`src/rtl/core/rbi_queue.sv`:
```
// Two-entry queue used between the front and back parts and on the result side.
// Depends on nothing.
`default_nettype none
module rbi_queue #(
   parameter int WIDTH = 8
) (
   input  wire logic             clock,
   input  wire logic             reset,
   input  wire logic             push,
   output logic                  full,
   input  wire logic [WIDTH-1:0] wdata,
   input  wire logic             pop,
   output logic                  empty,
   output logic [WIDTH-1:0]      rdata
);
   logic [WIDTH-1:0] slot_ff [2];
   logic             wr_ptr_ff;
   logic             rd_ptr_ff;
   logic [1:0]       count_ff;
   logic             do_push;
   logic             do_pop;

   assign full    = (count_ff == 2'd2);
   assign empty   = (count_ff == 2'd0);
   assign rdata   = slot_ff[rd_ptr_ff];
   assign do_push = push && !full;
   assign do_pop  = pop && !empty;

   always_ff @(posedge clock) begin
      if (do_push) begin
         slot_ff[wr_ptr_ff] <= wdata;
      end
      if (reset) begin
         wr_ptr_ff <= 1'b0;
         rd_ptr_ff <= 1'b0;
         count_ff  <= 2'd0;
      end else begin
         if (do_push) begin
            wr_ptr_ff <= !wr_ptr_ff;
         end
         if (do_pop) begin
            rd_ptr_ff <= !rd_ptr_ff;
         end
         count_ff <= count_ff + {1'b0, do_push} - {1'b0, do_pop};
      end
   end
endmodule
`default_nettype wire

```
`config.mk`:
```
export PLATFORM = sky130hd
export DESIGN_NAME = rbi_queue
export DESIGN_NICKNAME = d
export VERILOG_FILES = /design/src/rtl/core/rbi_queue.sv
export SDC_FILE = /design/constraint.sdc
export NUM_CORES = 1
export LEC_CHECK = 0
export ABC_AREA = 0
export BUFFER_PORTS_ARGS = -buffer_cell sky130_fd_sc_hd__buf_2
export CORE_ASPECT_RATIO = 1.2
export CORE_MARGIN = 1
export CORE_UTILIZATION = 35
export CTS_BUF_LIST = sky130_fd_sc_hd__clkbuf_8
export DETAILED_ROUTE_END_ITERATION = 8
export GPL_TIMING_DRIVEN = 0
export PLACE_DENSITY = 0.61
export SLEW_MARGIN = 20
export SYNTH_ARGS = -nofsm -noshare
export SYNTH_HDL_FRONTEND = slang
export SYNTH_SLANG_ARGS = --single-unit
```
`constraint.sdc`:
```
create_clock -name clock -period 5.05 [get_ports clock]
set_clock_uncertainty 0.2 [all_clocks]
set_input_delay 1.01 -clock clock [delete_from_list [all_inputs] [get_ports clock]]
set_output_delay 1.01 -clock clock [all_outputs]
set_load 0.01 [all_outputs]
```
== After elaboration in Yosys (flattened, before gate mapping) ==
Memory sizes are Yosys's and may differ from the RTL's. A register that Yosys moved wholly into a read port is not among the register bits.
Cells that the tools add are included.

* Multiplexer cells: 4
* Bitwise gates (word level): 0
* Div/mod/pow operators: 0
* Eq/ne operators: 1
* Reductions and logical operators: 7
* Shift-type cells: 0
* $mul: 0
* $lt $le $gt $ge: 0
* Add/subtract/negate cells: 2

{| class="wikitable"
|+ Operator list
! cell !! count
|-
| $logic_not 1->1 || 4
|-
| $mux 1 || 4
|-
| $add 2x1->2 || 1
|-
| $eq 2x2->1 const B || 1
|-
| $logic_and 1x1->1 || 2
|-
| $logic_not 2->1 || 1
|-
| $sub 2x1->2 || 1
|}

* Logic and storage cells: 18
* Memories: 1
* Output and inout port bits: 10
* Bits of input ports: 12
* Latch bits: 0
* ROM bits: 0
* Flip-flop bits (word level): 4
* RAM bits: 16

{| class="wikitable"
|+ Memories
! memory !! depth !! width !! read ports !! clocked after memory_dff !! write ports !! RTL line !! RTL
|-
| slot_ff || 2 || 8 || 1 || 1 || 1 || 16 || <nowiki>logic [WIDTH-1:0] slot_ff [2];</nowiki>
|}

== Logic depth before layout (Yosys ltp) ==
* Depth after elaboration: 5
* Mapped depth: 8
* Depth with buffers taken out: 8

== Least setup slack after synthesis ==
Ideal clock, no wire load.

* Kind: input-to-reg
* From: input port pop
* To: register count_ff[1]
* Data arrival time: 1.970 ns
* Cell stages on the path: 7
* Path buffers: 0
* Setup slack: 2.802 ns
* Path through: o21a_2 ha_1 inv_1 ha_1 xor2_1 and2_1 nor3_1

* Longest elaborated chain between the ends: 2

{| class="wikitable"
|+ Ends and longest elaborated chain
! what !! RTL line !! RTL
|-
| start, declared || 12 || <nowiki>input wire logic pop,</nowiki>
|-
| $logic_and 1x1->1 || 27 || <nowiki>assign do_pop = pop && !empty;</nowiki>
|-
| $sub 2x1->2 || 44 || <nowiki>count_ff <= count_ff + {1'b0, do_push} - {1'b0, do_pop};</nowiki>
|-
| end signal, assigned || 44 ||
|-
| end, declared || 19 || <nowiki>logic [1:0] count_ff;</nowiki>
|}

Every way passes these cells.
A chain may end at the register's enable or synchronous reset.

==> run metrics <==
#FFs+latches synth=21; Slew @ Worst Pin=332.4 ps; Mapped Cells=52; CP startpoint kind=flip-flop; PostCTS Resize Cnt=0; largest family of logic cells by synthesized area=multiplexers; share of layout cells above drive strength 1=41.56%; H-tree depth=1; most frequent CP cell=buf_2; setup repair bufs after CTS=0; antenna-violating nets left=0; WL final=1103 µm; Nets=92; FP Rows=18; crit-path leading delay family=buffers and inverters; Port Buffers=21; critical path, cell by cell=buf_2 -> mux2_2 -> buf_2; relative slew slack=77.81%; post-synthesis mux area share=11.11%; Via density=4.299; count of final setup violators=0; # diodes=0; Core Box Area=2117 µm²; Routability Congestion=0.6186; Worst path max stage delay=350 ps; filler instances=212; die span in y=54.73 µm; Switching Power=0.1367 mW; Post-Syn Nets=66; Initial Util=38.30%; required time worst endpoint=3840 ps; RSZ-0062 raised after global routing=false; Tcrit/Tclk final=48.68%; Final TNS setup=0 ps; P&R area growth vs syn=23.15%; Synth Area in Simple Gates=7.253%; max capacitance violation total=0; final hold viol count=0; fin. max-slew vios=0; TritonCTS clock tree=yes; crit path DAT=1250 ps; syn avg cell area=15.59 µm²; Warnings, synthesis=0; design internal power=0.3492 mW; CTS Sinks=21; Synth Area in XOR/XNOR=2.160%; Max clock buf depth=2; critical path endpoint category=primary output; Num CTS Buffers=3; Die X=45.94 µm; WL per Instance=10.31 µm; first-pass GRT wire length=1511 µm; Clk network pwr share=20.5%; post-synthesis sequential area ratio=71.60%; vias in the first global route=392; Worst Path Buf+Inv=2; FMAX=406.8 MHz; largest net degree at the start of global routing=12; kind of critical path=reg -> out; CP Max Fanout=8; Adder-Cell Fraction of Synth Area=3.086%; PD cells=486.7 nW/µm²; Skew-Pair Late Insertion Delay=250 ps; Post-Syn Area=810.8 µm²; status=complete, no violations; clock slew at reported path FFs=70 ps; Overall Global Routing Usage=9.172%; DRC Markers=0; Min Clock Period, post-route=2458 ps; vias=460; hold crit path type=reg -> reg; dpl hpwl=828.4 µm; setup ws final=2592 ps; grt total ovfl=0; drt first pass iters=4; leakage dissipation=0.4197 nW; Starting DRT DRC Count=4; Logic pwr share=30.6%; Slowest cell on crit path=mux2_2; Sequential Power Share=48.8%; Peak supply drop=197.2 µV; dpl ws=2625 ps; Root Buffer=clkbuf_8; compound-cell area share of the yosys netlist=2.315%; Switching Fraction=28.14%; hold slack=296.7 ps; synth unique cells=21; antenna violations before repair=0; hold_buf cts=0; die area=2514 µm²; I/O Pins=22
## layout by cell type, fill, tap and decap left out
cell | Yosys | layout
a21oi_1 | 1 | 1
and2_1 | 1 | 1
and3_2 | 1 | 1
buf_2 | 1 | 22
clkbuf_8 | 0 | 3
dfxtp_1 | 5 | 5
edfxtp_1 | 16 | 16
ha_1 | 2 | 2
inv_1 | 3 | 4
inv_2 | 1 | 1
mux2_1 | 5 | 5
mux2_2 | 3 | 3
nand2_1 | 1 | 1
nand2b_2 | 1 | 1
nor2_1 | 4 | 4
nor2b_1 | 1 | 1
nor3_1 | 1 | 1
o21a_2 | 1 | 1
o21ai_0 | 1 | 1
or3_1 | 1 | 1
xnor2_1 | 1 | 1
xor2_1 | 1 | 1
## stage by stage
stage / total power [mW] / area (µm²) / std cells / util (%)
finish: 0.4859 / 998.5 / 107 / 47.16
global route: 0.5165 / 998.5 / 107 / 47.16
CTS: 0.4933 / 998.5 / 107 / 47.16
detailed placement: 0.3930 / 953.4 / 103 / 45.04
global placement: 0.3889 / 953.4 / 103 / 45.04
floorplan: 0.3427 / 810.8 / 52 / -
## worst paths after layout
| kind | startpoint | to | slack [ps] | cells past startpoint |
|---|---|---|---|---|
| max | flip-flop | rdata[7] | 2590 | 3 |
| min | wr_ptr_ff$_SDFFE_PP0P_ | wr_ptr_ff$_SDFFE_PP0P_ | 300 | 2 |
| max reg2reg | count_ff[1]$_SDFF_PP0_ | count_ff[1]$_SDFF_PP0_ | 3310 | 7 |
| min reg2reg | wr_ptr_ff$_SDFFE_PP0P_ | wr_ptr_ff$_SDFFE_PP0P_ | 300 | 2 |
## registers in the layout (all words and copies together), names as in the netlist, named ones only
register / count
count_ff: 2
wr_ptr_ff: 1
slot_ff: 16
rd_ptr_ff: 1
## worst min-delay path, cell delays in order, from the launching register on
cell and delay [ps]:
dfxtp_1 320, o21ai_0 70, a21oi_1 60
## power by group through the flow
stage | Clock (mW) | Combinational [mW] | Sequential, mW
final | 0.0998 | 0.149 | 0.237
after global routing | 0.110 | 0.165 | 0.241
after CTS | 0.103 | 0.153 | 0.238
after detailed placement | 0 | 0.152 | 0.241
after global placement | 0 | 0.149 | 0.240
after floorplan | 0 | 0.105 | 0.238
## routing by layer
metal	GRT usage [%]	vias up	share of wire, %
li1	-	236	-
met1	7.966	206	39
met2	16.43	16	52
met3	4.290	2	8.3
met4	5.882	0	0.54
met5	0	-	0
## final cells by class
class                      instances  area [µm²]  share of cell area, %
multi-input combinational         26       210.2                  21.05
tap                               30       37.54                  3.759
sequential                        21       580.6                  58.15
clock inverter                     1       3.754                 0.3759
timing repair buffer              21       105.1                  10.53
inverter                           4       15.01                  1.504
clock buffer                       3       41.29                  4.135
buffer                             1       5.005                 0.5013
## synth_stat cells, drive strengths merged
| master | n | area (µm²) |
|---|---|---|
| edfxtp | 16 | 480.5 |
| mux2 | 8 | 90.08 |
| dfxtp | 5 | 100.1 |
| inv | 4 | 15.01 |
| nor2 | 4 | 15.01 |
| ha | 2 | 25.02 |
| a21oi | 1 | 5.000 |
| and2 | 1 | 6.260 |
| and3 | 1 | 7.510 |
| buf | 1 | 5.000 |
| nand2 | 1 | 3.750 |
| nand2b | 1 | 8.760 |
| nor2b | 1 | 6.260 |
| nor3 | 1 | 5.000 |
| o21a | 1 | 8.760 |
| o21ai | 1 | 5.000 |
| or3 | 1 | 6.260 |
| xnor2 | 1 | 8.760 |
| xor2 | 1 | 8.760 |
## kinds of logic after synthesis
kind of cell / after synthesis
mux: 8
xor+xnor: 2
buf+inv: 5
compound gates: 3
simple gates: 11
fa+ha+maj: 2
flops: 21
Note: power is estimated with default switching activity, not from simulation.
