<file path="config.mk">
export PLATFORM = sky130hd
export DESIGN_NAME = rbi_front
export DESIGN_NICKNAME = d
export VERILOG_FILES = /design/src/rtl/core/rbi_pkg.sv /design/src/rtl/core/rbi_front.sv
export SDC_FILE = /design/constraint.sdc
export NUM_CORES = 2
export LEC_CHECK = 0
export BUFFER_PORTS_ARGS = -buffer_cell sky130_fd_sc_hd__buf_2
export CORE_MARGIN = 2
export CORE_UTILIZATION = 64
export DETAILED_ROUTE_END_ITERATION = 6
export PLACE_DENSITY_LB_ADDON = 0.1
export SLEW_MARGIN = 20
export SYNTH_ARGS = -nofsm -noshare
export SYNTH_HDL_FRONTEND = slang
export SYNTH_SLANG_ARGS = --single-unit
export TNS_END_PERCENT = 5
</file>
<file path="constraint.sdc">
create_clock -name clock -period 12.35 [get_ports clock]
set_clock_uncertainty 0.05 [all_clocks]
set_input_delay 0.6175 -clock clock [delete_from_list [all_inputs] [get_ports clock]]
set_output_delay 0.6175 -clock clock [all_outputs]
set_load 0.05 [all_outputs]
</file>
<file path="src/rtl/core/rbi_pkg.sv">
// Package for the bilinear resize and int8 quantize unit.
// Holds register indexes, command codes and the structs passed between modules.
// Depends on nothing.
`default_nettype none
package rbi_pkg;

   localparam int CSR_IDX_W  = 3;
   localparam int CSR_DATA_W = 32;

   localparam logic [CSR_IDX_W-1:0] CSR_SRC_WIDTH  = 3'd0;
   localparam logic [CSR_IDX_W-1:0] CSR_SRC_HEIGHT = 3'd1;
   localparam logic [CSR_IDX_W-1:0] CSR_OUT_SIZE   = 3'd2;
   localparam logic [CSR_IDX_W-1:0] CSR_STEP_X     = 3'd3;
   localparam logic [CSR_IDX_W-1:0] CSR_STEP_Y     = 3'd4;
   localparam logic [CSR_IDX_W-1:0] CSR_QUANT_MULT = 3'd5;
   localparam logic [CSR_IDX_W-1:0] CSR_ZERO_POINT = 3'd6;

   localparam logic CMD_LOAD    = 1'b0;
   localparam logic CMD_COMPUTE = 1'b1;

   typedef struct packed {
      logic [9:0]  src_width;
      logic [9:0]  src_height;
      logic [10:0] out_size;
      logic [25:0] step_x;
      logic [25:0] step_y;
   } map_cfg_type;

   typedef struct packed {
      logic [23:0]        quant_mult;
      logic signed [7:0]  zero_point;
   } quant_cfg_type;

   typedef struct packed {
      logic [9:0]        res_x;
      logic [9:0]        res_y;
      logic signed [7:0] q_r;
      logic signed [7:0] q_g;
      logic signed [7:0] q_b;
   } rsp_type;

endpackage
`default_nettype wire

</file>
<file path="src/rtl/core/rbi_front.sv">
// Front part: accepts requests, drops off-grid pixels, maps coordinates and
// forms the four frame store addresses. Depends on rbi_pkg.
`default_nettype none
module rbi_front #(
   parameter int MAX_W   = 512,
   parameter int MAX_H   = 512,
   parameter int MAX_OUT = 1024,
   parameter int AW      = 18,
   parameter int JOB_W   = 78 + 4 * 18
) (
   input  wire logic                 clock,
   input  wire logic                 reset,
   input  wire rbi_pkg::map_cfg_type cfg,
   input  wire logic                 req_push,
   output logic                      req_full,
   input  wire logic                 req_command,
   input  wire logic                 req_first_pixel,
   input  wire logic [7:0]           req_pixel_r,
   input  wire logic [7:0]           req_pixel_g,
   input  wire logic [7:0]           req_pixel_b,
   input  wire logic [9:0]           req_out_x,
   input  wire logic [9:0]           req_out_y,
   output logic                      job_push,
   input  wire logic                 job_full,
   output logic [JOB_W-1:0]          job_data
);
   import rbi_pkg::*;

   localparam int WW = $clog2(MAX_W + 1);
   localparam int HW = $clog2(MAX_H + 1);
   localparam int XW = (MAX_W > 1) ? $clog2(MAX_W) : 1;
   localparam int YW = (MAX_H > 1) ? $clog2(MAX_H) : 1;

   typedef enum logic [1:0] {F_IDLE, F_MAP, F_ADDR, F_PUSH} front_state_type;

   front_state_type state_ff;
   logic            cmd_ff;
   logic            first_ff;
   logic [23:0]     pix_ff;
   logic [9:0]      ox_ff;
   logic [9:0]      oy_ff;
   logic [15:0]     fx_ff;
   logic [15:0]     fy_ff;
   logic [XW-1:0]   x0_ff;
   logic [XW-1:0]   x1_ff;
   logic [YW-1:0]   y0_ff;
   logic [YW-1:0]   y1_ff;
   logic [AW-1:0]   base0_ff;
   logic [AW-1:0]   base1_ff;

   logic [WW-1:0]   w_eff;
   logic [HW-1:0]   h_eff;
   logic [13:0]     os_eff;
   logic            on_grid;
   logic [36:0]     u_x;
   logic [36:0]     u_y;
   logic [36:0]     sb_x;
   logic [36:0]     sb_y;
   logic [20:0]     a_x;
   logic [20:0]     b_x;
   logic [20:0]     a_y;
   logic [20:0]     b_y;
   logic            accept;

   function automatic logic [20:0] clamp_hi(input logic [20:0] v, input logic [20:0] hi);
      return (v > hi) ? hi : v;
   endfunction

   always_comb begin
      if (cfg.src_width == 10'd0) begin
         w_eff = WW'(1);
      end else if (14'(cfg.src_width) > 14'(MAX_W)) begin
         w_eff = WW'(MAX_W);
      end else begin
         w_eff = WW'(cfg.src_width);
      end
      if (cfg.src_height == 10'd0) begin
         h_eff = HW'(1);
      end else if (14'(cfg.src_height) > 14'(MAX_H)) begin
         h_eff = HW'(MAX_H);
      end else begin
         h_eff = HW'(cfg.src_height);
      end
      os_eff = (14'(cfg.out_size) > 14'(MAX_OUT)) ? 14'(MAX_OUT) : 14'(cfg.out_size);
   end

   assign on_grid = (14'(req_out_x) < os_eff) && (14'(req_out_y) < os_eff);
   assign u_x     = 37'({ox_ff, 1'b1}) * 37'(cfg.step_x);
   assign u_y     = 37'({oy_ff, 1'b1}) * 37'(cfg.step_y);
   assign sb_x    = {1'b0, u_x[36:1]} + 37'd32768;
   assign sb_y    = {1'b0, u_y[36:1]} + 37'd32768;
   assign a_x = (sb_x[36:16] == 21'd0) ? 21'd0
              : clamp_hi(sb_x[36:16] - 21'd1, 21'(w_eff) - 21'd1);
   assign b_x = clamp_hi(sb_x[36:16], 21'(w_eff) - 21'd1);
   assign a_y = (sb_y[36:16] == 21'd0) ? 21'd0
              : clamp_hi(sb_y[36:16] - 21'd1, 21'(h_eff) - 21'd1);
   assign b_y = clamp_hi(sb_y[36:16], 21'(h_eff) - 21'd1);

   assign req_full = (state_ff != F_IDLE);
   assign accept   = req_push && !req_full;
   assign job_push = (state_ff == F_PUSH);
   assign job_data = {cmd_ff, first_ff, pix_ff, ox_ff, oy_ff, fx_ff, fy_ff,
                      base0_ff + AW'(x0_ff), base0_ff + AW'(x1_ff),
                      base1_ff + AW'(x0_ff), base1_ff + AW'(x1_ff)};

   always_ff @(posedge clock) begin
      if (reset) begin
         state_ff <= F_IDLE;
      end else begin
         case (state_ff)
            F_IDLE: begin
               if (accept) begin
                  cmd_ff   <= req_command;
                  first_ff <= req_first_pixel;
                  pix_ff   <= {req_pixel_b, req_pixel_g, req_pixel_r};
                  ox_ff    <= req_out_x;
                  oy_ff    <= req_out_y;
                  fx_ff    <= 16'd0;
                  fy_ff    <= 16'd0;
                  x0_ff    <= '0;
                  x1_ff    <= '0;
                  base0_ff <= '0;
                  base1_ff <= '0;
                  if (req_command == CMD_LOAD) begin
                     state_ff <= F_PUSH;
                  end else if (on_grid) begin
                     state_ff <= F_MAP;
                  end
               end
            end
            F_MAP: begin
               fx_ff    <= sb_x[15:0];
               fy_ff    <= sb_y[15:0];
               x0_ff    <= XW'(a_x);
               x1_ff    <= XW'(b_x);
               y0_ff    <= YW'(a_y);
               y1_ff    <= YW'(b_y);
               state_ff <= F_ADDR;
            end
            F_ADDR: begin
               base0_ff <= AW'(y0_ff) * AW'(w_eff);
               base1_ff <= AW'(y1_ff) * AW'(w_eff);
               state_ff <= F_PUSH;
            end
            F_PUSH: begin
               if (!job_full) begin
                  state_ff <= F_IDLE;
               end
            end
            default: begin
               state_ff <= F_IDLE;
            end
         endcase
      end
   end
endmodule
`default_nettype wire

</file>
* Yosys cells after proc, flatten, opt, wreduce, memory -nomap -nowiden
Cells that the tools add are included.
** Storage, ports and cells
- Flip-flop bits (word level) :: 152
- Logic and storage cells :: 84
- Output and inout bits :: 152
** Cells by class
- Add/subtract/negate cells :: 10
- Multipliers :: 4
- Reduce and logical (&&, ||, !) cells :: 16
- $lt $le $gt $ge :: 9
- Bitwise operators :: 1
- Equal/unequal tests :: 6
- Mux-type cells :: 24
** Operator list (number)
- 21-bit greater-than comparator :: 4
- 36-bit by 16-bit adder with 37-bit output, second input constant :: 2
- 11-bit by 26-bit multiplier with 37-bit output :: 2
- 18-bit by 9-bit adder with 18-bit output :: 4
- 18-bit case mux with 2 select lines :: 2
- 16-bit case mux with 2 select lines :: 2
- 9-bit two-way mux :: 6
- 21-bit zero test :: 2
- 21-bit by 1-bit subtractor with 21-bit output, second input constant :: 2
- 10-bit two-way mux :: 4
- 9-bit by 10-bit multiplier with 18-bit output :: 2
- 9-bit case mux with 2 select lines :: 2
- 10-bit by 11-bit < comparator with 1-bit output :: 2
- 10-bit by 1-bit subtractor with 11-bit output, second input constant :: 2
- 10-bit greater-than comparator, second input constant :: 2
- 10-bit zero test :: 2
- 18-bit two-way mux :: 1
- 16-bit two-way mux :: 1
- 3-bit AND reduction :: 4
- 11-bit greater-than comparator, second input constant :: 1
- 11-bit two-way mux :: 1
- 2-bit two-way mux :: 4
- 2-bit case mux with 4 select lines :: 1
- 2-bit nonzero test :: 3
- 9 further kinds :: 12

* Depth between registers and ports, before layout
- Depth after elaboration :: 8
- Mapped depth :: 43

* Worst setup path after synthesis
Ideal clock, no wire load.
- Path type :: register -> register
- Start point :: register oy_ff[3]
- End point :: register y0_ff[6] (data pin)
- Buffers on the path :: 6
- Setup slack :: 2.813 ns
- Arrival time :: 9.217 ns
- Cell stages (with the launch flop) :: 43
- Library setup time :: 0.271 ns
- Path through :: edfxtp_1 clkbuf_1 clkbuf_1 nand2_1 fa_1 inv_1 fa_1 inv_1 fa_1 inv_1 fa_1 inv_1 fa_1 inv_1 ha_1 buf_4 a21o_1 nor3b_2 [... 7 more ...] inv_1 nor3_2 nand3b_4 or4_1 buf_2 nor3_1 xor2_1 ha_1 a21o_1 a21o_1 a21oi_1 a22o_1 a31o_2 clkbuf_1 clkbuf_1 nor2_1 a21oi_1 nor2_1
** Between the ends
- Word-level cells in the longest chain between the ends :: 5
- Elaborated cells on any way between the ends :: 6
- Those cells by class :: 2 x add/sub; 1 x mul; 1 x order compare; 1 x mux; 1 x reduce/logical
** Ends and longest elaborated chain
- from (decl) :: line rbi_front.sv:41 : logic [9:0] oy_ff;
- from (signal assigned) :: line rbi_front.sv:117 : oy_ff <= req_out_y;
- 11-bit by 26-bit multiplier with 37-bit output * :: line rbi_front.sv:89 : assign u_y = 37'({oy_ff, 1'b1}) * 37'(cfg.step_y);
- 36-bit by 16-bit adder with 37-bit output * :: line rbi_front.sv:91 : assign sb_y = {1'b0, u_y[36:1]} + 37'd32768;
- 21-bit by 1-bit subtractor with 21-bit output :: line rbi_front.sv:96 : : clamp_hi(sb_y[36:16] - 21'd1, 21'(h_eff) - 21'd1);
- 21-bit greater-than comparator :: line rbi_front.sv:66 : return (v > hi) ? hi : v;
- 9-bit two-way mux :: line rbi_front.sv:66
- to (signal assigned) :: line rbi_front.sv:136 : y0_ff <= YW'(a_y);
- to (decl) :: line rbi_front.sv:46 : logic [YW-1:0] y0_ff;
Mark *: on every way between the ends. The rest lies on a longest branch, timed or not.
A chain may end at the register's enable or synchronous reset.

* Final worst setup path
- Start point :: register oy_ff[5]
- End point :: register y0_ff[1] (data pin)
The elaborated chain is that of the path after synthesis.

==> flow_metrics.tcl <==
set metrics [dict create \
    run_status "finished clean" \
    ys_async_sr_fraction 0 \
    worstPathRequired_ns 12.53 \
    hold_path.class "primary input to flop" \
    nets 5236 \
    port_buffers 284 \
    chipWidth_um 240 \
    area_growth_syn_to_layout_pct 6.89 \
    clock-sinks 152 \
    yosys_most_used_dff "edfxtp_1" \
    diodes 0 \
    muxShareOfSynthArea 0.00600 \
    die-area_um2 57700 \
    wl_mm 85.9 \
    max_freq_ghz 0.0987 \
    ant_nets 0 \
    die_y_um 240 \
    yosys.area.top_type "fa_1" \
    grt_pass1_vias 29272 \
    synth_top_area_frac 0.306 \
    synth-simple-area-share 0.188 \
    finalWeightedCongestion 0.902 \
    clk_path_buf_depth 2 \
    grt_pass1_wl_mm 145 \
    arrival_ns 10.31 \
    rsz0062_at_grt "no" \
    finalHoldViolations 0 \
    end_kind "flop" \
    cts_tree "built" \
    finalSetupViolations 0 \
    n_fill_cell 4607 \
    grt_max_degree 49 \
    antenna_found_initial 4 \
    dp_hpwl_mm 69.3 \
    final_area_um2 38100 \
    period_share 0.820 \
    synth_seq_area_share 0.127 \
    cts.clk_slew.worst_paths_ns 0.09 \
    ctsResizeCount 0 \
    critical_path_buf_inv_count 3 \
    rows 86 \
    worst_slack_ns 2.22 \
    synth_fa_ha_area_frac 0.437 \
    grt-ovfl-total 0 \
    netlist_area_um2 35700 \
    worstMarginPinSlew_ns 1.15 \
    cap_violations 0 \
    synth_xor_area_frac 0.0551 \
    start_kind "flop" \
    min_period_ns 10.13 \
    cts_hold_buf 0 \
    yosys.cell_count.top_type "inv_1" \
    synth_compound_area_frac 0.0927 \
    dr.pass1.iters 5 \
    wl_per_cell_um 17.4 \
    post_cts_buffers 0 \
    cp_max_fo 27 \
    synthTopCellsByArea "fa_1 31%, ha_1 13%, edfxtp_1 13%, inv_1 7.4%, nand2_1 5.8%" \
    slowest_stage "edfxtp_1" \
    synth_warnings 0 \
    dr_total_vias 27920 \
    clockRootBuffer "clkbuf_16" \
    routed_via_density 5.64 \
    crit_path_frequent_cell "fa_1" \
    core_region_area_um2 55100 \
    fin_tns_setup_ns 0 \
    ys_types 97 \
    dpl_cell_area_um2 37500 \
    cts_buffers 17 \
    avgSynthCellArea_um2 8.83 \
    slew_violations 0 \
    initial_core_util 0.648 \
    cts_max_level 4 \
    io_pins 285 \
    synthTopCellsByCount "699 x inv_1, 555 x nand2_1, 546 x fa_1" \
    post-route-drc-count 0 \
    clkLatencyLatePin_ns 0.51 \
    synth_cells 4040 \
    max_stage_delay_ns 1.12 \
    gr-usage-all-layers 0.318 \
    synth_top_family_by_area "adder cells" \
    synth_edf_count 150 \
    dp_slack_ns 2.35 \
    critical_path_class "flop to flop" \
    drive_above_1_share 0.0974 \
    ys_ff_latch 152 \
    max_slew_margin 0.232 \
    critPathTopFamily "adder cells" \
    drt_first_iter_violations 1603 \
]
-- routing by layer --
metal	share of wire	global-route usage
met1	0.41	0.401
met2	0.50	0.561
met3	0.056	0.0367
met4	0.035	0.124
met5	0.00065	0
-- placed cells by master (no fill, tap or decap), types with 15 or more instances in the layout --
cell type	instances
a211oi_1	15
xor2_1	91
buf_2	284
nor3_1	43
nand2_1	555
clkbuf_16	17
buf_4	18
and2_1	322
ha_1	372
inv_1	699
fa_1	546
a21o_1	63
nand4_1	35
o21a_1	35
nor2_1	164
nand3_1	37
o21bai_1	25
o21ai_0	82
nand2b_1	31
a21oi_1	160
and3_1	24
edfxtp_1	150
nor2b_1	33
xnor2_1	126
-- area by class of cell --
type                            count  area (µm²)  area share
Clock inverter                     15         185     0.00485
Sequential cell                   152        4540       0.119
Clock buffer                       17         425      0.0112
Inverter                          702        2640      0.0691
Timing Repair Buffer              303        1580      0.0415
Multi-Input combinational cell   3009       27800       0.730
Tap cell                          748         936      0.0245
-- worst paths after layout --
path              depth (start not counted)  slack [ns]                     start                        to
setup / recovery                         32        2.22        oy_ff[5]$_DFFE_PP_    y0_ff[1]$_SDFFCE_PN0P_
hold / removal                            1        0.23            req_pixel_g[3]      pix_ff[11]$_DFFE_PP_
setup reg to reg                         32        2.22        oy_ff[5]$_DFFE_PP_    y0_ff[1]$_SDFFCE_PN0P_
hold reg to reg                           2        0.50  state_ff[0]$_SDFFE_PP0P_  state_ff[0]$_SDFFE_PP0P_
-- flip-flops by register name, indices dropped and copies added (netlist names), 10 cells and up --
| register | flops |
|---|---|
| base0_ff | 18 |
| fy_ff | 16 |
| fx_ff | 16 |
| pix_ff | 24 |
| ox_ff | 10 |
| oy_ff | 10 |
| base1_ff | 18 |
-- stage by stage --
step	instances	hold WS, ns	util
2_1_floorplan	4043	0.455	-
3_3_place_gp	4913	0.484	0.681
3_5_place_dp	4913	0.497	0.681
4_1_cts	4945	0.198	0.692
5_1_grt	4946	0.210	0.692
6_report	4946	0.230	0.692
-- cell families (layout without fill, tap and decap cells) --
family	after synthesis	in the layout
DFF	152	152
adders and majority gates	918	918
and+or+nand+nor	1344	1344
xor gates and xnor gates	221	221
other	1	4
muxes	20	20
AOI/OAI and AO/OA	502	502
buffers and inverters	882	1037
Power is not shown: default switching activity piles up to over one toggle a cycle in this logic, so the estimate is an artifact.
